### src/rtl/core/blpl_pkg.sv
// Shared types, constants and codes for the B-MAC low-power-listening controller.
package blpl_pkg;

    localparam int ANC_DEPTH = 16;
    localparam int ADDR_BITS = 16;

    localparam int ANC_AW = (ANC_DEPTH > 1) ? $clog2(ANC_DEPTH) : 1;
    localparam int FILL_W = $clog2(ANC_DEPTH + 1);

    localparam int FIELD_ADDR_W = 16;
    localparam int QC_W         = 7;
    localparam int CNT_W        = 5;
    localparam int IN_DATA_W    = 56;
    localparam int OUT_DATA_W   = 24;

    typedef logic [ADDR_BITS-1:0] t_addr;
    localparam t_addr BCAST_ADDR = '1;

    typedef enum logic [3:0] {
        ST_INIT        = 4'd0,
        ST_SLEEP       = 4'd1,
        ST_CCA         = 4'd2,
        ST_SEND_PRE    = 4'd3,
        ST_SEND_DATA   = 4'd4,
        ST_WAIT_TX     = 4'd5,
        ST_WAIT_ACK    = 4'd6,
        ST_WAIT_DATA   = 4'd7,
        ST_SEND_ACK    = 4'd8,
        ST_WAIT_ACK_TX = 4'd9
    } t_mac_state;

    typedef enum logic [3:0] {
        EV_START          = 4'd0,
        EV_WAKEUP         = 4'd1,
        EV_CCA_TIMEOUT    = 4'd2,
        EV_PREAMBLE       = 4'd3,
        EV_DATA           = 4'd4,
        EV_ACK            = 4'd5,
        EV_SEND_PREAMBLE  = 4'd6,
        EV_STOP_PREAMBLES = 4'd7,
        EV_RESEND         = 4'd8,
        EV_DATA_TX_OVER   = 4'd9,
        EV_ACK_TIMEOUT    = 4'd10,
        EV_DATA_TIMEOUT   = 4'd11,
        EV_SEND_ACK       = 4'd12,
        EV_ACK_TX_OVER    = 4'd13
    } t_event;

    typedef enum logic [1:0] {
        RADIO_NONE  = 2'd0,
        RADIO_SLEEP = 2'd1,
        RADIO_RX    = 2'd2,
        RADIO_TX    = 2'd3
    } t_radio;

    typedef enum logic [3:0] {
        TMR_NONE            = 4'd0,
        TMR_WAKE_RAND_CHECK = 4'd1,
        TMR_WAKE_SLOT       = 4'd2,
        TMR_WAKE_RAND_SLOT  = 4'd3,
        TMR_CCA_CHECK       = 4'd4,
        TMR_STOP_SLOT       = 4'd5,
        TMR_DATA_SLOT       = 4'd6,
        TMR_ACK_CHECK       = 4'd7,
        TMR_PRE_HALF        = 4'd8,
        TMR_REQUEUE         = 4'd9
    } t_timer;

    typedef enum logic [1:0] {
        CAN_NONE = 2'd0,
        CAN_CCA  = 2'd1,
        CAN_DATA = 2'd2,
        CAN_ACK  = 2'd3
    } t_cancel;

    typedef enum logic [1:0] {
        TX_NONE     = 2'd0,
        TX_PREAMBLE = 2'd1,
        TX_DATA     = 2'd2,
        TX_ACK      = 2'd3
    } t_tx;

    typedef enum logic [1:0] {
        OUT_NONE    = 2'd0,
        OUT_MATCH   = 2'd1,
        OUT_DROPPED = 2'd2
    } t_outcome;

    typedef enum logic [1:0] {
        ATT_KEEP,
        ATT_ONE,
        ATT_INC
    } t_att_op;

    typedef enum logic [1:0] {
        PEND_KEEP,
        PEND_HEAD,
        PEND_CLEAR
    } t_pend_op;

    typedef enum logic [1:0] {
        CFG_MY_ADDR  = 2'd0,
        CFG_USE_ACKS = 2'd1,
        CFG_MAX_ATT  = 2'd2
    } t_cfg_idx;

    typedef enum logic [1:0] {
        CT_IDLE,
        CT_EVAL,
        CT_SEARCH,
        CT_EMIT
    } t_ctrl;

    typedef enum logic {
        AS_IDLE,
        AS_SCAN
    } t_anc_state;

    typedef struct packed {
        t_mac_state nxt;
        t_radio     radio;
        t_timer     timer;
        t_cancel    cancel;
        t_tx        tx;
        logic       deliver;
        logic       pop;
        t_outcome   outcome;
        logic       unexpected;
        t_att_op    att_op;
        t_pend_op   pend_op;
        logic       anc_add;
    } t_dec;

endpackage

### src/rtl/core/blpl_ram.sv
// Generic single-write, single-read RAM with registered read data.
module blpl_ram #(
    parameter int WIDTH = 16,
    parameter int DEPTH = 16,
    localparam int AW = (DEPTH > 1) ? $clog2(DEPTH) : 1
) (
    input  logic             i_clk,
    input  logic             i_we,
    input  logic [AW-1:0]    i_waddr,
    input  logic [WIDTH-1:0] i_wdata,
    input  logic [AW-1:0]    i_raddr,
    output logic [WIDTH-1:0] o_rdata
);

    logic [WIDTH-1:0] r_mem [DEPTH];
    logic [WIDTH-1:0] r_rdata;

    always_ff @(posedge i_clk) begin
        if (i_we) begin
            r_mem[i_waddr] <= i_wdata;
        end
        r_rdata <= r_mem[i_raddr];
    end

    assign o_rdata = r_rdata;

endmodule

### src/rtl/core/blpl_anc.sv
// Ancestor set: sequential search with one comparator, append if absent.
module blpl_anc
    import blpl_pkg::*;
(
    input  logic              i_clk,
    input  logic              i_rst_n,
    input  logic              i_start,
    input  t_addr             i_key,
    output logic              o_done,
    output logic [FILL_W-1:0] o_fill
);

    t_anc_state        r_state, n_state;
    logic [FILL_W-1:0] r_idx, n_idx;
    logic [FILL_W-1:0] r_fill, n_fill;
    logic              r_cmp, n_cmp;
    t_addr             r_key;
    t_addr             rd_data;
    logic              found;
    logic              scan_end;
    logic              wr_en;

    blpl_ram #(
        .WIDTH (ADDR_BITS),
        .DEPTH (ANC_DEPTH)
    ) u_ram (
        .i_clk   (i_clk),
        .i_we    (wr_en),
        .i_waddr (r_fill[ANC_AW-1:0]),
        .i_wdata (r_key),
        .i_raddr (r_idx[ANC_AW-1:0]),
        .o_rdata (rd_data)
    );

    // Read data is registered: rd_data holds entry r_idx-1, whose address was issued in the cycle before.
    assign found    = r_cmp && (rd_data == r_key);
    assign scan_end = !found && (r_idx == r_fill);

    always_comb begin
        n_state = r_state;
        n_idx   = r_idx;
        n_cmp   = r_cmp;
        n_fill  = r_fill;
        wr_en   = 1'b0;
        o_done  = 1'b0;
        case (r_state)
            AS_IDLE: begin
                if (i_start) begin
                    n_state = AS_SCAN;
                    n_idx   = '0;
                    n_cmp   = 1'b0;
                end
            end
            AS_SCAN: begin
                if (found) begin
                    o_done  = 1'b1;
                    n_state = AS_IDLE;
                end else if (scan_end) begin
                    // drop the new source once the set is full
                    o_done  = 1'b1;
                    n_state = AS_IDLE;
                    if (r_fill < FILL_W'(ANC_DEPTH)) begin
                        wr_en  = 1'b1;
                        n_fill = r_fill + 1'b1;
                    end
                end else begin
                    n_idx = r_idx + 1'b1;
                    n_cmp = 1'b1;
                end
            end
            default: begin
                n_state = AS_IDLE;
            end
        endcase
    end

    always_ff @(posedge i_clk) begin
        if (!i_rst_n) begin
            r_state <= AS_IDLE;
            r_idx   <= '0;
            r_cmp   <= 1'b0;
            r_fill  <= '0;
        end else begin
            r_state <= n_state;
            r_idx   <= n_idx;
            r_cmp   <= n_cmp;
            r_fill  <= n_fill;
        end
    end

    always_ff @(posedge i_clk) begin
        if (i_start && (r_state == AS_IDLE)) begin
            r_key <= i_key;
        end
    end

    assign o_fill = r_fill;

endmodule

### src/rtl/core/blpl_decode.sv
// Event decode: next MAC state and the commands for one event.
module blpl_decode
    import blpl_pkg::*;
(
    input  t_mac_state         i_state,
    input  logic [3:0]         i_mode,
    input  t_addr              i_src,
    input  t_addr              i_dest,
    input  logic [QC_W-1:0]    i_qc,
    input  t_addr              i_me,
    input  logic               i_use_acks,
    input  logic [3:0]         i_max_att,
    input  logic [3:0]         i_attempt,
    input  t_addr              i_pending,
    output t_dec               o_dec
);

    logic remain_after_pop;
    logic remain_now;

    assign remain_after_pop = (i_qc > QC_W'(1));
    assign remain_now       = (i_qc != '0);

    always_comb begin
        t_dec d;
        logic bad;
        d.nxt        = i_state;
        d.radio      = RADIO_NONE;
        d.timer      = TMR_NONE;
        d.cancel     = CAN_NONE;
        d.tx         = TX_NONE;
        d.deliver    = 1'b0;
        d.pop        = 1'b0;
        d.outcome    = OUT_NONE;
        d.unexpected = 1'b0;
        d.att_op     = ATT_KEEP;
        d.pend_op    = PEND_KEEP;
        d.anc_add    = 1'b0;
        bad          = 1'b0;
        case (i_state)
            ST_INIT: begin
                if (i_mode == EV_START) begin
                    d.nxt   = ST_SLEEP;
                    d.radio = RADIO_SLEEP;
                    d.timer = TMR_WAKE_RAND_SLOT;
                end else begin
                    bad = 1'b1;
                end
            end
            ST_SLEEP: begin
                if (i_mode == EV_WAKEUP) begin
                    d.nxt   = ST_CCA;
                    d.radio = RADIO_RX;
                    d.timer = TMR_CCA_CHECK;
                end else begin
                    bad = 1'b1;
                end
            end
            ST_CCA: begin
                if (i_mode == EV_CCA_TIMEOUT) begin
                    if (remain_now) begin
                        d.nxt   = ST_SEND_PRE;
                        d.radio = RADIO_TX;
                        d.timer = TMR_STOP_SLOT;
                    end else begin
                        d.nxt   = ST_SLEEP;
                        d.radio = RADIO_SLEEP;
                        d.timer = TMR_WAKE_SLOT;
                    end
                end else if (i_mode == EV_PREAMBLE) begin
                    d.nxt    = ST_WAIT_DATA;
                    d.cancel = CAN_CCA;
                    d.timer  = TMR_DATA_SLOT;
                end else if (i_mode == EV_DATA) begin
                    // hand the frame back as a fresh event
                    d.nxt    = ST_WAIT_DATA;
                    d.cancel = CAN_CCA;
                    d.timer  = TMR_REQUEUE;
                end else if (i_mode != EV_ACK) begin
                    bad = 1'b1;
                end
            end
            ST_SEND_PRE: begin
                if (i_mode == EV_SEND_PREAMBLE) begin
                    d.tx    = TX_PREAMBLE;
                    d.timer = TMR_PRE_HALF;
                end else if (i_mode == EV_STOP_PREAMBLES) begin
                    d.nxt    = ST_SEND_DATA;
                    d.att_op = ATT_ONE;
                end else begin
                    bad = 1'b1;
                end
            end
            ST_SEND_DATA: begin
                if ((i_mode == EV_SEND_PREAMBLE) || (i_mode == EV_RESEND)) begin
                    d.tx      = TX_DATA;
                    d.pend_op = PEND_HEAD;
                    d.nxt     = ST_WAIT_TX;
                end else begin
                    bad = 1'b1;
                end
            end
            ST_WAIT_TX: begin
                if (i_mode == EV_DATA_TX_OVER) begin
                    if (i_use_acks && (i_pending != BCAST_ADDR)) begin
                        d.nxt   = ST_WAIT_ACK;
                        d.radio = RADIO_RX;
                        d.timer = TMR_ACK_CHECK;
                    end else begin
                        d.pop   = 1'b1;
                        d.nxt   = ST_SLEEP;
                        d.radio = RADIO_SLEEP;
                        d.timer = remain_after_pop ? TMR_WAKE_RAND_CHECK : TMR_WAKE_SLOT;
                    end
                end else begin
                    bad = 1'b1;
                end
            end
            ST_WAIT_ACK: begin
                if (i_mode == EV_ACK_TIMEOUT) begin
                    if (i_attempt < i_max_att) begin
                        d.att_op = ATT_INC;
                        d.nxt    = ST_SEND_PRE;
                        d.radio  = RADIO_TX;
                        d.timer  = TMR_STOP_SLOT;
                    end else begin
                        d.pop     = 1'b1;
                        d.nxt     = ST_SLEEP;
                        d.radio   = RADIO_SLEEP;
                        d.timer   = remain_after_pop ? TMR_WAKE_RAND_CHECK : TMR_WAKE_SLOT;
                        d.outcome = OUT_DROPPED;
                    end
                end else if (i_mode == EV_ACK) begin
                    // ignore an ack from anyone but the pending destination
                    if (i_src == i_pending) begin
                        d.pend_op = PEND_CLEAR;
                        d.cancel  = CAN_ACK;
                        d.pop     = 1'b1;
                        d.nxt     = ST_SLEEP;
                        d.radio   = RADIO_SLEEP;
                        d.timer   = remain_after_pop ? TMR_WAKE_RAND_CHECK : TMR_WAKE_SLOT;
                        d.outcome = OUT_MATCH;
                    end
                end else if ((i_mode != EV_PREAMBLE) && (i_mode != EV_DATA)) begin
                    bad = 1'b1;
                end
            end
            ST_WAIT_DATA: begin
                if (i_mode == EV_DATA) begin
                    d.anc_add = (i_dest == i_me);
                    d.deliver = (i_dest == i_me) || (i_dest == BCAST_ADDR);
                    d.cancel  = CAN_DATA;
                    if (i_use_acks && (i_dest == i_me)) begin
                        d.nxt   = ST_SEND_ACK;
                        d.radio = RADIO_TX;
                    end else begin
                        d.nxt   = ST_SLEEP;
                        d.radio = RADIO_SLEEP;
                        d.timer = remain_now ? TMR_WAKE_RAND_CHECK : TMR_WAKE_SLOT;
                    end
                end else if (i_mode == EV_DATA_TIMEOUT) begin
                    d.nxt   = ST_SLEEP;
                    d.radio = RADIO_SLEEP;
                    d.timer = remain_now ? TMR_WAKE_RAND_CHECK : TMR_WAKE_SLOT;
                end else if ((i_mode != EV_PREAMBLE) && (i_mode != EV_ACK)) begin
                    bad = 1'b1;
                end
            end
            ST_SEND_ACK: begin
                if (i_mode == EV_SEND_ACK) begin
                    d.tx  = TX_ACK;
                    d.nxt = ST_WAIT_ACK_TX;
                end else begin
                    bad = 1'b1;
                end
            end
            ST_WAIT_ACK_TX: begin
                if (i_mode == EV_ACK_TX_OVER) begin
                    d.nxt   = ST_SLEEP;
                    d.radio = RADIO_SLEEP;
                    d.timer = remain_now ? TMR_WAKE_RAND_CHECK : TMR_WAKE_SLOT;
                end else begin
                    bad = 1'b1;
                end
            end
            default: begin
                bad = 1'b1;
            end
        endcase

        // undefined event: hold the state and keep every command idle
        if (bad) begin
            d.nxt        = i_state;
            d.radio      = RADIO_NONE;
            d.timer      = TMR_NONE;
            d.cancel     = CAN_NONE;
            d.tx         = TX_NONE;
            d.deliver    = 1'b0;
            d.pop        = 1'b0;
            d.outcome    = OUT_NONE;
            d.unexpected = 1'b1;
            d.att_op     = ATT_KEEP;
            d.pend_op    = PEND_KEEP;
            d.anc_add    = 1'b0;
        end
        o_dec = d;
    end

endmodule

### src/rtl/core/bmac_low_power_listening_fsm.sv
// Top level: B-MAC low-power-listening controller, one result beat per event beat.
//
//  Channel   Dir  Signals                          Contents (lowest bit first)
//  s_axis    in   tvalid tready tdata[55:0] tuser  src, dest, queue_count, head_dest; mode
//  m_axis    out  tvalid tready tdata[23:0]        fsm_state ... unexpected_event
//  cfg       in   i_cfg_we i_cfg_idx i_cfg_data    my_mac_addr, use_mac_acks, max_tx_attempts
//
//  An event passes through the accept, decode and emit states; a data frame addressed to this
//  node also passes through a search state between decode and emit, the one-comparator scan
//  of the ancestor RAM, one entry a cycle.
//  s_axis_tready is high only in the accept state; a result beat waits in the output
//  register while the next event is taken and decoded.
//  Reset is synchronous, active low; the ancestor RAM is not cleared.
module bmac_low_power_listening_fsm
    import blpl_pkg::*;
(
    input  logic                  i_clk,
    input  logic                  i_rst_n,
    input  logic                  s_axis_tvalid,
    output logic                  s_axis_tready,
    // [15:0] src_addr, [31:16] dest_addr, [38:32] queue_count,
    // [54:39] head_dest_addr, [55] zero
    input  logic [IN_DATA_W-1:0]  s_axis_tdata,
    // [3:0] mode
    input  logic [3:0]            s_axis_tuser,
    output logic                  m_axis_tvalid,
    input  logic                  m_axis_tready,
    // [3:0] fsm_state, [5:4] radio_cmd, [9:6] timer_req, [11:10] timer_cancel,
    // [13:12] tx_action, [14] deliver_up, [15] pop_queue, [17:16] ack_outcome,
    // [22:18] ancestor_count, [23] unexpected_event
    output logic [OUT_DATA_W-1:0] m_axis_tdata,
    input  logic                  i_cfg_we,
    input  logic [1:0]            i_cfg_idx,
    input  logic [15:0]           i_cfg_data
);

    t_ctrl             r_ctrl, n_ctrl;
    t_mac_state        r_mac_state;
    logic [3:0]        r_attempt;
    t_addr             r_pending;
    logic [15:0]       r_my_addr;
    logic              r_use_acks;
    logic [3:0]        r_max_att;
    logic              r_m_valid;
    logic [OUT_DATA_W-1:0] r_m_data;

    logic [3:0]        r_mode;
    t_addr             r_src;
    t_addr             r_dest;
    logic [QC_W-1:0]   r_qc;
    t_addr             r_head;

    t_dec              dec;
    logic              anc_start;
    logic              anc_done;
    logic [FILL_W-1:0] anc_fill;
    logic [CNT_W-1:0]  anc_cnt;
    logic              emit;
    logic              accept;

    blpl_decode u_decode (
        .i_state    (r_mac_state),
        .i_mode     (r_mode),
        .i_src      (r_src),
        .i_dest     (r_dest),
        .i_qc       (r_qc),
        .i_me       (ADDR_BITS'(r_my_addr)),
        .i_use_acks (r_use_acks),
        .i_max_att  (r_max_att),
        .i_attempt  (r_attempt),
        .i_pending  (r_pending),
        .o_dec      (dec)
    );

    blpl_anc u_anc (
        .i_clk   (i_clk),
        .i_rst_n (i_rst_n),
        .i_start (anc_start),
        .i_key   (r_src),
        .o_done  (anc_done),
        .o_fill  (anc_fill)
    );

    assign accept        = s_axis_tvalid && s_axis_tready;
    assign s_axis_tready = (r_ctrl == CT_IDLE);
    assign emit          = (r_ctrl == CT_EMIT) && (!r_m_valid || m_axis_tready);
    assign anc_cnt       = (int'(anc_fill) > 31) ? CNT_W'(31) : CNT_W'(anc_fill);

    always_comb begin
        n_ctrl    = r_ctrl;
        anc_start = 1'b0;
        case (r_ctrl)
            CT_IDLE: begin
                if (s_axis_tvalid) begin
                    n_ctrl = CT_EVAL;
                end
            end
            CT_EVAL: begin
                if (dec.anc_add) begin
                    anc_start = 1'b1;
                    n_ctrl    = CT_SEARCH;
                end else begin
                    n_ctrl = CT_EMIT;
                end
            end
            CT_SEARCH: begin
                if (anc_done) begin
                    n_ctrl = CT_EMIT;
                end
            end
            CT_EMIT: begin
                if (emit) begin
                    n_ctrl = CT_IDLE;
                end
            end
            default: begin
                n_ctrl = CT_IDLE;
            end
        endcase
    end

    always_ff @(posedge i_clk) begin
        if (!i_rst_n) begin
            r_ctrl      <= CT_IDLE;
            r_mac_state <= ST_INIT;
            r_attempt   <= '0;
            r_pending   <= BCAST_ADDR;
            r_m_valid   <= 1'b0;
        end else begin
            r_ctrl <= n_ctrl;
            if (emit) begin
                r_mac_state <= dec.nxt;
                case (dec.att_op)
                    ATT_ONE:  r_attempt <= 4'd1;
                    ATT_INC:  r_attempt <= r_attempt + 4'd1;
                    default:  r_attempt <= r_attempt;
                endcase
                case (dec.pend_op)
                    PEND_HEAD:  r_pending <= r_head;
                    PEND_CLEAR: r_pending <= BCAST_ADDR;
                    default:    r_pending <= r_pending;
                endcase
            end
            if (emit) begin
                r_m_valid <= 1'b1;
            end else if (m_axis_tready) begin
                r_m_valid <= 1'b0;
            end
        end
    end

    always_ff @(posedge i_clk) begin
        if (!i_rst_n) begin
            r_my_addr  <= '0;
            r_use_acks <= 1'b1;
            r_max_att  <= 4'd2;
        end else if (i_cfg_we) begin
            case (i_cfg_idx)
                CFG_MY_ADDR:  r_my_addr  <= i_cfg_data;
                CFG_USE_ACKS: r_use_acks <= i_cfg_data[0];
                CFG_MAX_ATT:  r_max_att  <= i_cfg_data[3:0];
                default:      r_max_att  <= r_max_att;
            endcase
        end
    end

    // hold the event beat for the whole of its processing
    always_ff @(posedge i_clk) begin
        if (accept) begin
            r_mode <= s_axis_tuser;
            r_src  <= ADDR_BITS'(s_axis_tdata[15:0]);
            r_dest <= ADDR_BITS'(s_axis_tdata[31:16]);
            r_qc   <= s_axis_tdata[38:32];
            r_head <= ADDR_BITS'(s_axis_tdata[54:39]);
        end
        if (emit) begin
            r_m_data <= {dec.unexpected, anc_cnt, dec.outcome, dec.pop, dec.deliver,
                         dec.tx, dec.cancel, dec.timer, dec.radio, dec.nxt};
        end
    end

    assign m_axis_tvalid = r_m_valid;
    assign m_axis_tdata  = r_m_data;

endmodule
### config.mk
export PLATFORM = sky130hd
export DESIGN_NAME = bmac_low_power_listening_fsm
export DESIGN_NICKNAME = d
export VERILOG_FILES = /design/src/rtl/core/blpl_pkg.sv /design/src/rtl/core/blpl_ram.sv /design/src/rtl/core/blpl_anc.sv /design/src/rtl/core/blpl_decode.sv /design/src/rtl/core/bmac_low_power_listening_fsm.sv
export SDC_FILE = /design/constraint.sdc
export NUM_CORES = 1
export LEC_CHECK = 0
export ABC_AREA = 1
export BUFFER_PORTS_ARGS = -buffer_cell sky130_fd_sc_hd__buf_2
export CAP_MARGIN = 10
export CORE_MARGIN = 5
export CORE_UTILIZATION = 38
export CTS_CLUSTER_DIAMETER = 100
export CTS_CLUSTER_SIZE = 40
export DETAILED_ROUTE_END_ITERATION = 8
export SYNTH_ARGS = -nofsm -noshare
export SYNTH_HDL_FRONTEND = slang
export SYNTH_HIERARCHICAL = 1
export SYNTH_SLANG_ARGS = --single-unit
### constraint.sdc
create_clock -name i_clk -period 2.74 [get_ports i_clk]
set_input_delay 0.822 -clock i_clk [delete_from_list [all_inputs] [get_ports i_clk]]
set_output_delay 0.822 -clock i_clk [all_outputs]
set_load 0.01 [all_outputs]
### Word-level counts from Yosys, hierarchy flattened

Memory sizes are Yosys's and may differ from the RTL's. A register that Yosys moved wholly into a read port is not among the register bits.
Cells that the tools add are included.

* flip-flop bits (word level): 159
* bits in latches: 0
* memory bits (writable): 256
* ROM bits: 0
* output and inout port bits: 26
* memories: 1

* add/sub/neg operators: 3
* multipliers: 0
* divide/modulo/power cells: 0
* magnitude comparators: 3
* equality and inequality tests: 46
* shift operators: 0
* mux-type cells: 113
* bitwise logic cells: 5
* reduce and logical (&&, ||, !) cells: 32

Memories
* u_anc.u_ram.r_mem: words 16, width 16, rd ports 1, clocked after Yosys merged registers in 1, wr ports 1, line blpl_ram.sv:15 `logic [WIDTH-1:0] r_mem [DEPTH];`

Operators with widths (number)
* $mux W10: 7
* $eq A16 B16 Y1: 3
* $mux W1: 47
* $mux W4: 10
* $pmux W4 S10: 1
* $mux W2: 18
* $eq A4 B3 Y1 const B: 8
* $eq A4 B4 Y1 const B: 8
* $pmux W16 S2: 1
* $pmux W4 S8: 1
* $mux W12: 2
* $mux W24: 1
* $mux W6: 3
* $eq A16 B16 Y1 const B: 1
* $eq A4 B2 Y1 const B: 4
* $mux W8: 2
* $ne A16 B16 Y1 const B: 1
* $mux W5: 3
* $pmux W2 S7: 1
* $mux W3: 4
* $pmux W2 S3: 2
* $add A5 B1 Y5 const B: 2
* $eq A2 B2 Y1 const B: 5
* $ne A2 B2 Y1 const B: 5
* 30 further kinds: 62

### Longest topological paths before layout

Gate-level depths: netlist of the first run.

* word-level depth: 11
* depth in mapped cells: 16
* mapped depth without buffers: 16

### Cells and area by module

Netlist of the first run, hierarchy kept.

Modules (own cells, without submodules)
* blpl_ram: instances 1, cells each 1074, area each 11380.9 sq um, seq. area each 8007.7 sq um
* bmac_low_power_listening_fsm: instances 1, cells each 340, area each 4451.8 sq um, seq. area each 3453.3 sq um
* blpl_decode: instances 1, cells each 384, area each 1645.3 sq um, seq. area each 0.0 sq um
* blpl_anc: instances 1, cells each 219, area each 1601.5 sq um, seq. area each 720.7 sq um

### Worst setup path before layout of the first run

Ideal clock, no wire load.

* path kind: input -> register
* start point: in m_axis_tready
* end point: reg r_attempt[3]
* library setup time: 117 ps
* data arrival time: 2597 ps
* path slack: 26 ps
* stages: 5
* cells stage by stage: inv_1 -> a21oi_1 -> nand4_1 -> nand2_1 -> nor2_1

* longest elaborated chain between the ends: 3

RTL lines
* from (decl): line bmac_low_power_listening_fsm.sv:27 `input logic m_axis_tready,`
* $logic_or A1 B1 Y1: line bmac_low_power_listening_fsm.sv:86 `assign emit = (r_ctrl == CT_EMIT) && (!r_m_valid || m_axis_tready);`
* $logic_and A1 B1 Y1: line bmac_low_power_listening_fsm.sv:86
* named net emit: line bmac_low_power_listening_fsm.sv:58 `logic emit;`
* $reduce_and A2 Y1 (no line)
* to (signal assigned): line bmac_low_power_listening_fsm.sv:135 `ATT_INC: r_attempt <= r_attempt + 4'd1;`
* to (signal assigned): line bmac_low_power_listening_fsm.sv:136 `default: r_attempt <= r_attempt;`
* to (decl): line bmac_low_power_listening_fsm.sv:39 `logic [3:0] r_attempt;`

The timed path passes the listed nets, and every way through them passes these cells.
A chain may end at the register's enable or synchronous reset.

==> out/qor.yml, run 1 <==
outcome: "completed"
hold_path_class: "in2reg"
dieHeight_um: 234
via_per_inst: 4.77
power_switching_uw: 2950
core_um2: 49900
ios: 109
grtUsageTotal: 0.164
layout_commonest_cell: "nand2_1"
die_w_um: 234
dr.pass1.iters: 7
power_uw: 12000
combPwrFrac: 0.085
final_cells: 2832
cp_max_fo: 16
critical_path_class: "reg2reg"
drt_iter0_markers: 1074
internal-power_uw: 9070
via_count: 13500
min_path_cells: 1
finalSetupViolations: 0
synth.avg_cell_area_um2: 9.46
yosys.area.top_type: "edfxtp_1"
whs_ns: 0.438
path_clk_slew_ns: 0.14
grt-ovfl-total: 0
cts-hold-fix-buffers: 0
antenna_left: 0
cts_setup_buffers: 0
htree_levels: 1
pwr-share-seq: 0.632
hold_end: "r_dest[12]$_DFFE_PP_"
worstPathArrival_ns: 2.92
numCtsBuffers: 16
synth_top_area_frac: 0.559
drive_above_1_share: 0.119
synth-simple-area-share: 0.239
grt_pass1_wl_um: 70700
synth_area_um2: 19100
r2r_cells: 12
switching_share: 0.245
synth_xor_area_frac: 0.00551
critPathLaunchType: "flop"
grt_pass1_vias: 12800
required_ns: 3.18
drv_slew: 0
powerDensity_nw_per_um2: 563
synth_top_family_by_area: "simple AND/OR/NAND/NOR gates"
post_cts_resized: 0
r2r_end: "r_pending[12]$_SDFFE_PN1P_"
worstReg2RegStart: "r_mode[1]$_DFFE_PP_"
irDropWorstVdd_mv: 0.479
clock_skew_ns: 0.0201
cts_max_path_buffers: 3
synth_mux_area_frac: 0
yosysSeqAreaShare: 0.638
synth_cell_types: 35
drcViolationCount: 0
synthToLayoutAreaGrowth_pct: 11.9
hpwlAfterDp_um: 30800
ys_top_cells_by_area: "edfxtp_1, nand2_1, dfxtp_1"
dieArea_um2: 54800
ys_ff_latch: 431
tightest_slew_ns: 0.916
synth_compound_area_frac: 0.0222
clock_sinks: 431
fmax_ghz: 0.403
nets: 2243
power.share.clock: 0.283
avgRoutedWirePerCell_um: 16.2
port_buffers: 107
hp-start: "s_axis_tdata[28]"
cts_tree: "built"
hold_viol: 0
crit_path_end_kind: "flop"
clk_latency_ns: 0.56
r2r_slack_ns: 0.26
drt-total-wl_um: 46000
grt_max_degree: 88
final.setup.tns_ns: 0
ys_warn_count: 6
syn_inst: 2017
antenna_found_initial: 7
post_synth_fa_ha_maj_area_fraction: 0.00787
clockRootBuffer: "clkbuf_16"
leakage_uw: 0.00935
syn-num-nets: 2112
drv_cap: 0
gp_congestion: 0.886
rsz0062_at_grt: "no"
slew-limit-headroom: 0.389
final_cell_mix: "nand2_1, edfxtp_1, inv_1"
row_count: 82
finalCriticalPeriod_ns: 2.48
period_share: 0.906
start_util: 0.383
placedCellCount: 2802
[power by group through the flow]
stage,registers [µW],logic [µW],clock network [µW]
5_1_grt,7630,1150,3720
4_1_cts,7600,1030,3510
6_report,7590,1030,3400
3_3_place_gp,7730,1010,0
3_5_place_dp,7750,1020,0
2_1_floorplan,7710,651,0
[stage by stage]
stage          cell area [µm²]  setup slack, ns   util
2_1_floorplan            19100           0.0259      -
3_5_place_dp             20800            0.311  0.416
3_3_place_gp             20800            0.431  0.416
4_1_cts                  21300            0.296  0.428
5_1_grt                  21300            0.102  0.428
6_report                 21300            0.258  0.428
[cell type report]
| class | instances | area, µm² |
|---|---|---|
| repair buffers | 175 | 1160 |
| clock buffers | 21 | 472 |
| fillers | 4866 | 28500 |
| clock inverters | 7 | 103 |
| inverters | 347 | 1300 |
| flip-flops and latches | 431 | 12200 |
| multi-input cells | 1177 | 5270 |
| diodes | 2 | 5.00 |
| well taps | 672 | 841 |
[registers in the layout, indices dropped and copies added, names as in the netlist, 2 cells and up]
name                 flops
u_anc/u_ram/r_mem      256
m_axis_tdata            24
r_dest                  16
r_head                  16
r_my_addr               16
r_pending               16
r_src                   16
u_anc/r_key             16
u_anc/u_ram/o_rdata     16
r_qc                     7
u_anc/o_fill             5
u_anc/r_idx              5
r_attempt                4
r_mac_state              4
r_max_att                4
r_mode                   4
r_ctrl                   2
[cell families (layout without fill, tap and decap cells)]
group / after synthesis / count (layout)
buf+inv: 409 / 550
fa+ha+maj: 12 / 12
simple gates: 1069 / 1069
other cells: 0 / 2
xor+xnor: 12 / 12
compound gates: 84 / 84
flops: 431 / 431
[routing by layer]
layer,vias to the layer above,share of wire,track usage
li1,6721,-,-
met1,6390,0.44,0.224
met2,335,0.48,0.273
met3,60,0.058,0.0271
met4,8,0.022,0.0413
met5,-,0.0012,0
[worst max-delay path by stage]
stage	start	endpoint	slack (ns)	cells after the start
global placement	r_mode[1]$_DFFE_PP_	r_pending[6]$_SDFFE_PN1P_	0.43	12
CTS	r_mode[1]$_DFFE_PP_	r_pending[12]$_SDFFE_PN1P_	0.30	12
floorplan	m_axis_tready	r_attempt[3]$_SDFFE_PN0P_	0.03	5
detailed placement	r_mode[1]$_DFFE_PP_	r_pending[12]$_SDFFE_PN1P_	0.31	12
global route	r_mode[1]$_DFFE_PP_	r_pending[12]$_SDFFE_PN1P_	0.10	12
finish	r_mode[1]$_DFFE_PP_	r_pending[12]$_SDFFE_PN1P_	0.26	12
[worst max-delay path, cell delays in order (launching register included)]
cell and delay [ns]:
edfxtp_1 0.44, inv_1 0.17, nand2_1 0.09, nor2_1 0.24, nand3_1 0.12, nor3_1 0.16, nand4_1 0.19, nor2_1 0.14
ha_1 0.26, nor2_4 0.22, inv_2 0.17, nand2_1 0.11, nand3_1 0.08
[cell usage after synthesis]
cell type	number
inv_1	339
nor2_2	5
nand3_1	258
nor3_4	1
buf_2	22
or4_1	1
nand4_1	21
o22ai_1	1
nand2_2	7
nor3_2	1
nor2_1	170
buf_1	1
or3b_2	1
nand3b_1	5
nor2_4	4
edfxtp_1	355
ha_1	12
o21ai_0	63
o21bai_1	1
inv_2	8
a21oi_1	18
clkbuf_1	15
nand2_4	1
buf_4	20
o21ai_1	1
nor3b_1	1
nor3_1	12
nand2_1	572
or2_2	6
xor2_1	6
dfxtp_1	76
xnor2_1	6
nand3_2	2
or3_1	1
buf_6	4
Note: power is estimated with default switching activity, not from simulation.
==> inputs of run 2 (changes only) <==
==> constraint.sdc (replaced) <==
create_clock -name i_clk -period 2.74 [get_ports i_clk]
set_input_delay 0.137 -clock i_clk [delete_from_list [all_inputs] [get_ports i_clk]]
set_output_delay 0.137 -clock i_clk [all_outputs]
set_load 0.01 [all_outputs]
==> run 2 against run 1 <==
Via count grew 2.4%. Largest cell class unchanged. Combinational power up 9.7%. First-iteration DRC count decreased by 5.9%. Global-route usage rose by 0.67 points. Final cell count up 2.8%. Clock power is 2% lower. Clock skew increased by 0.028 ns.
==> out/qor.yml, run 2 (synthesized netlist as in run 1, its figures left out) <==
crit_top_cell: "nand2_1"
clk_latency_ns: 0.57  # about the same
hpwlAfterDp_um: 30800  # about the same
top_layer: "met4"
critPathLaunchType: "flop"
r2r_slack_ns: 0.19  # -0.07 ns
r2r_cells: 8  # -4
worstReg2RegStart: "u_anc/r_key[9]$_DFFE_PP_"
switching_share: 0.245  # about the same
worstPathArrival_ns: 2.70  # -0.22 ns
final.setup.tns_ns: 0  # unchanged
core_um2: 49900  # unchanged
cp_max_fo: 16  # unchanged
path_clk_slew_ns: 0.14  # about the same
numCtsBuffers: 16  # unchanged
grt-ovfl-total: 0  # unchanged
synthToLayoutAreaGrowth_pct: 16.1
irDropWorstVdd_mv: 0.505  # +5.3%
combPwrFrac: 0.094  # +0.009
grt_max_degree: 133  # +51%
final_util: 0.444  # +0.0162
crit_buf_inv: 1  # -1
r2r_end: "u_anc/u_ram/r_mem[0][2]$_DFFE_PP_"
layout_commonest_cell: "nand2_1"
power_switching_uw: 2960  # +0.28%
cts_setup_buffers: 0  # unchanged
clockRootBuffer: "clkbuf_16"
whs_ns: 0.0353  # -0.403 ns
met2_length_um: 22600  # +2.3%
finalCriticalPeriod_ns: 2.55  # +0.0712 ns
gp_congestion: 0.893  # +0.82%
finalSetupViolations: 0  # unchanged
grtUsageTotal: 0.170  # +0.00665
dieHeight_um: 234  # unchanged
grt_pass1_vias: 13700  # +6.8%
power_uw: 12100  # +0.35%
row_count: 82  # unchanged
critical_path_class: "reg2reg"
dieArea_um2: 54800  # unchanged
via_count: 13800  # +2.4%
required_ns: 2.89  # -0.29 ns
largest_register_ff_count: 256  # unchanged
crit_slowest_cell: "nor2_2"
drcViolationCount: 0  # unchanged
outcome: "completed"
final_cell_mix: "nand2_1, edfxtp_1, inv_1"
cp_top_family: "simple AND/OR/NAND/NOR gates"
tightest_slew_ns: 1.08  # +0.163 ns
start_util: 0.383  # unchanged
antenna_left: 0  # unchanged
cp-endpoint: "u_anc/u_ram/r_mem[0][2]$_DFFE_PP_"
slew-limit-headroom: 0.279  # -0.110
drv_slew: 0  # unchanged
htree_levels: 1  # unchanged
cts_max_path_buffers: 3  # unchanged
worstPathCellList: "or2_2, nand4_1, nor3_1, nand3b_1, nand2_1, inv_1, nand2_1, nor2_2"
port_buffers: 107  # unchanged
drt_iter0_markers: 1011  # -5.9%
ios: 109  # unchanged
fmax_ghz: 0.392  # -2.8%
powerDensity_nw_per_um2: 545  # -3.3%
power.share.clock: 0.277  # -0.006
hold_viol: 0  # unchanged
critPathMaxStageDelay_ns: 0.85  # +0.41 ns
clock_skew_ns: 0.0478  # +0.0277 ns
antenna_found_initial: 1  # -6
drt-total-wl_um: 47000  # +2.1%
nets: 2323  # +3.6%
top_register: "u_anc/u_ram/r_mem"
crit_path_end_kind: "flop"
dr.pass1.iters: 5  # -2
grt_pass1_wl_um: 73900  # +4.5%
wl_met1_um: 20500  # +1.5%
internal-power_uw: 9100  # +0.37%
period_share: 0.932  # +0.0260
final_cells: 2911  # +2.8%
drive_above_1_share: 0.113  # -0.00649
placedCellCount: 2799  # -0.11%
rsz0062_at_grt: "no"
clock_sinks: 431  # unchanged
avgRoutedWirePerCell_um: 16.1  # -0.64%
pwr-share-seq: 0.630  # -0.002
leakage_uw: 0.00968  # +3.5%
hold_path_class: "in2reg"
via_per_inst: 4.75  # -0.40%
drv_cap: 0  # unchanged
die_w_um: 234  # unchanged
met3_length_um: 2510  # -5.8%
fill_cells: 4689  # -3.6%
worst-path-stages: 8  # -4
crit_start: "u_anc/r_key[9]$_DFFE_PP_"
cts_tree: "built"
[run 2: power groups by stage]
stage	Clock (µW)	Sequential, µW	Combinational, µW
after floorplan	0	7710	651
final	3340	7590	1130
after detailed placement	0	7740	1020
after CTS	3450	7590	1120
after global routing	3680	7640	1260
after global placement	0	7730	1000
[run 2: timing repair]
action / in CTS / in global routing
resized for setup: 0 / 0
endpoints found under the hold margin: 81 / 0
hold buffers: 83 / 0
[run 2: metrics by stage]
step / setup slack (ns) / instance area [µm²]
floorplan: 0.244 / 19100
global placement: 0.288 / 20800
detailed placement: 0.219 / 20800
CTS: 0.145 / 22200
global route: 0.0204 / 22200
finish: 0.187 / 22200
[run 2: area by class of cell]
class                   count  area [µm²]  share of cell area
diodes                      1        2.50            0.000113
clock buffers              21         440              0.0199
clock inverters             7         125             0.00565
inverters                 347        1300              0.0589
multi-input cells        1177        5270               0.238
flip-flops and latches    431       12200               0.550
well taps                 672         841              0.0380
repair buffers            255        1980              0.0894
[run 2: per-layer routing]
layer | vias up | track usage
met4 | 0 | 0.0501
met2 | 370 | 0.290
li1 | 6871 | -
met5 | - | 0
met3 | 72 | 0.0264
met1 | 6523 | 0.226
[run 2: worst register-to-register path, cell delays in order, from the launching register on]
cell	delay (ns)
edfxtp_1	0.46
or2_2	0.34
nand4_1	0.09
nor3_1	0.06
nand3b_1	0.07
nand2_1	0.05
inv_1	0.07
nand2_1	0.14
nor2_2	0.85
[run 2: worst min-delay path by stage]
stage | startpoint | slack [ns] | endpoint | cells after the start
floorplan | s_axis_tdata[16] | 0.24 | r_dest[0]$_DFFE_PP_ | 0
global placement | s_axis_tdata[29] | 0.31 | r_dest[13]$_DFFE_PP_ | 1
detailed placement | s_axis_tdata[29] | 0.32 | r_dest[13]$_DFFE_PP_ | 1
CTS | s_axis_tvalid | 0.008 | r_qc[4]$_DFFE_PP_ | 3
global route | s_axis_tvalid | 0.007 | r_qc[3]$_DFFE_PP_ | 3
finish | s_axis_tvalid | 0.04 | r_qc[2]$_DFFE_PP_ | 3
==> inputs of run 3 (changes only) <==
==> constraint.sdc (replaced) <==
create_clock -name i_clk -period 2.74 [get_ports i_clk]
set_input_delay 0 -clock i_clk [delete_from_list [all_inputs] [get_ports i_clk]]
set_output_delay 0 -clock i_clk [all_outputs]
set_load 0.01 [all_outputs]
==> run 3 against run 2 <==
Cell area rose by 0.24%. Highest routed layer unchanged. Largest cell class unchanged. Non-clock buffer count rose by 5. Hold slack improved by 0.11 ns. Power rose by 0.66%. Flip-flop and latch count did not move. Global-route usage fell by 0.082 points. Critical path type unchanged. Setup slack got worse by 0.098 ns. Sequential share of layout area fell by 0.13 points. Routed wire length rose by 0.74%.
==> out/qor.yml, run 3 (synthesized netlist as in run 1, its figures left out) <==
internal-power_uw: 9160  # +0.59%
nets: 2328  # +0.22%
drv_slew: 0  # unchanged
row_count: 82  # unchanged
irDropWorstVdd_mv: 0.496  # -1.8%
drt_iter0_markers: 1086  # +7.4%
port_buffers: 107  # unchanged
crit_path_end_kind: "flop"
die_w_um: 234  # unchanged
dr.pass1.iters: 5  # unchanged
finalCriticalPeriod_ns: 2.65  # +0.0980 ns
power_uw: 12100  # +0.66%
layout_commonest_cell: "nand2_1"
hold_viol: 0  # unchanged
grt_pass1_wl_um: 73800  # about the same
powerDensity_nw_per_um2: 547  # +0.42%
cts_setup_buffers: 0  # unchanged
slew-limit-headroom: 0.283  # +0.00324
numCtsBuffers: 16  # unchanged
clock_skew_ns: 0.0584  # +0.0106 ns
fmax_ghz: 0.377  # -3.7%
ios: 109  # unchanged
avgRoutedWirePerCell_um: 16.2  # +0.46%
clk_latency_ns: 0.57  # about the same
hpwlAfterDp_um: 30800  # +0.24%
via_per_inst: 4.75  # about the same
critical_path_class: "reg2reg"
critPathLaunchType: "flop"
grtUsageTotal: 0.169  # -0.000820
clock_sinks: 431  # unchanged
power_switching_uw: 2980  # +0.86%
path_clk_slew_ns: 0.14  # about the same
cts_tree: "built"
pwr-share-seq: 0.626  # -0.004
leakage_uw: 0.00970  # +0.21%
final_cell_mix: "nand2_1, edfxtp_1, inv_1"
preCtsSetupSlack_ns: 0.146  # -0.0734 ns
switching_share: 0.246  # +0.000484
drt-total-wl_um: 47300  # +0.74%
clockRootBuffer: "clkbuf_16"
dieHeight_um: 234  # unchanged
start_util: 0.383  # unchanged
finalWorstSetupSlack_ns: 0.0889  # -0.0980 ns
tightest_slew_ns: 1.07  # -0.00485 ns
cp_max_fo: 16  # unchanged
via_count: 13900  # +0.30%
power.share.clock: 0.281  # +0.004
antenna_found_initial: 3  # +2
largest_register_ff_count: 256  # unchanged
drv_cap: 0  # unchanged
worstPathArrival_ns: 2.79  # +0.09 ns
core_um2: 49900  # unchanged
rsz0062_at_grt: "yes"
cts_max_path_buffers: 3  # unchanged
min_path_cells: 2  # -1
htree_levels: 1  # unchanged
grt_max_degree: 133  # unchanged
dieArea_um2: 54800  # unchanged
finalSetupViolations: 0  # unchanged
grt-ovfl-total: 0  # unchanged
synthToLayoutAreaGrowth_pct: 16.4
hold_path_class: "in2reg"
combPwrFrac: 0.094  # about the same
gp_congestion: 0.904  # +1.2%
grt_pass1_vias: 13600  # -0.17%
drcViolationCount: 0  # unchanged
r2r_cells: 8  # unchanged
drive_above_1_share: 0.107  # -0.00605
outcome: "completed"
period_share: 0.968  # +0.0358
top_register: "u_anc/u_ram/r_mem"
antenna_left: 0  # unchanged
required_ns: 2.88  # about the same
## run 3: changes by cell type in the layout (fill, tap and decap cells not counted), moves of 2 or more
cell,delta
buf_12,-4
dlygate4sd3_1,+18
clkinv_4,+2
buf_4,-9
diode_2,+3
nor2_2,-3
nor2_4,+3
## run 3: repair_timing
| action | CTS | global route |
|---|---|---|
| hold endpoints to repair | 97 | 0 |
| resized for setup | 0 | 3 |
| setup endpoints to repair | 0 | 71 |
| hold buffers | 101 | 0 |
## run 3: final timing paths
check,from,endpoint,slack (ns)
worst min-delay path,s_axis_tdata[29],r_dest[13]$_DFFE_PP_,0.14
worst max-delay path,u_anc/r_key[9]$_DFFE_PP_,u_anc/u_ram/r_mem[4][7]$_DFFE_PP_,0.09
worst min register to register,r_src[14]$_DFFE_PP_,u_anc/r_key[14]$_DFFE_PP_,0.46
worst max register to register,u_anc/r_key[9]$_DFFE_PP_,u_anc/u_ram/r_mem[4][7]$_DFFE_PP_,0.09
## run 3: metrics by stage
stage	std cells	cell area, µm²	util	hold slack, ns	TNS, ns
finish	2919	22200	0.445	0.144	0
global route	2917	22200	0.445	0.123	-1.78
CTS	2915	22200	0.445	0.105	0
detailed placement	2786	20600	0.413	0.178	0
global placement	2786	20600	0.413	0.177	0
floorplan	2017	19100	-	0.0989	0
## run 3: metal layers
layer	GRT usage	routed length (µm)	vias up
li1	-	-	6882
met1	0.230	20800	6558
met2	0.287	22900	368
met3	0.0252	2540	69
met4	0.0444	1150	0
met5	0	0	-
## run 3: worst max-delay path: stages (launching register included)
cell	delay, ns
edfxtp_1	0.43
or2_2	0.32
nand4_1	0.07
nor3_1	0.05
nand3b_1	0.09
nand2_1	0.06
inv_1	0.11
nand3b_1	0.21
nor2_2	0.87
## run 3: power by group through the flow
stage	logic [µW]	registers, µW	clock network, µW
finish	1140	7600	3410
detailed placement	1010	7740	0
global placement	1000	7730	0
CTS	1130	7590	3510
global route	1280	7640	3730
floorplan	651	7710	0
## run 3: area by class of cell
type | instances | area, µm²
Inverter | 347 | 1300
Timing Repair Buffer | 260 | 2010
Clock buffer | 21 | 440
Clock inverter | 7 | 123
Sequential cell | 431 | 12200
Antenna cell | 4 | 10.0
Tap cell | 672 | 841
Fill cell | 4760 | 27700
Multi-Input combinational cell | 1177 | 5290
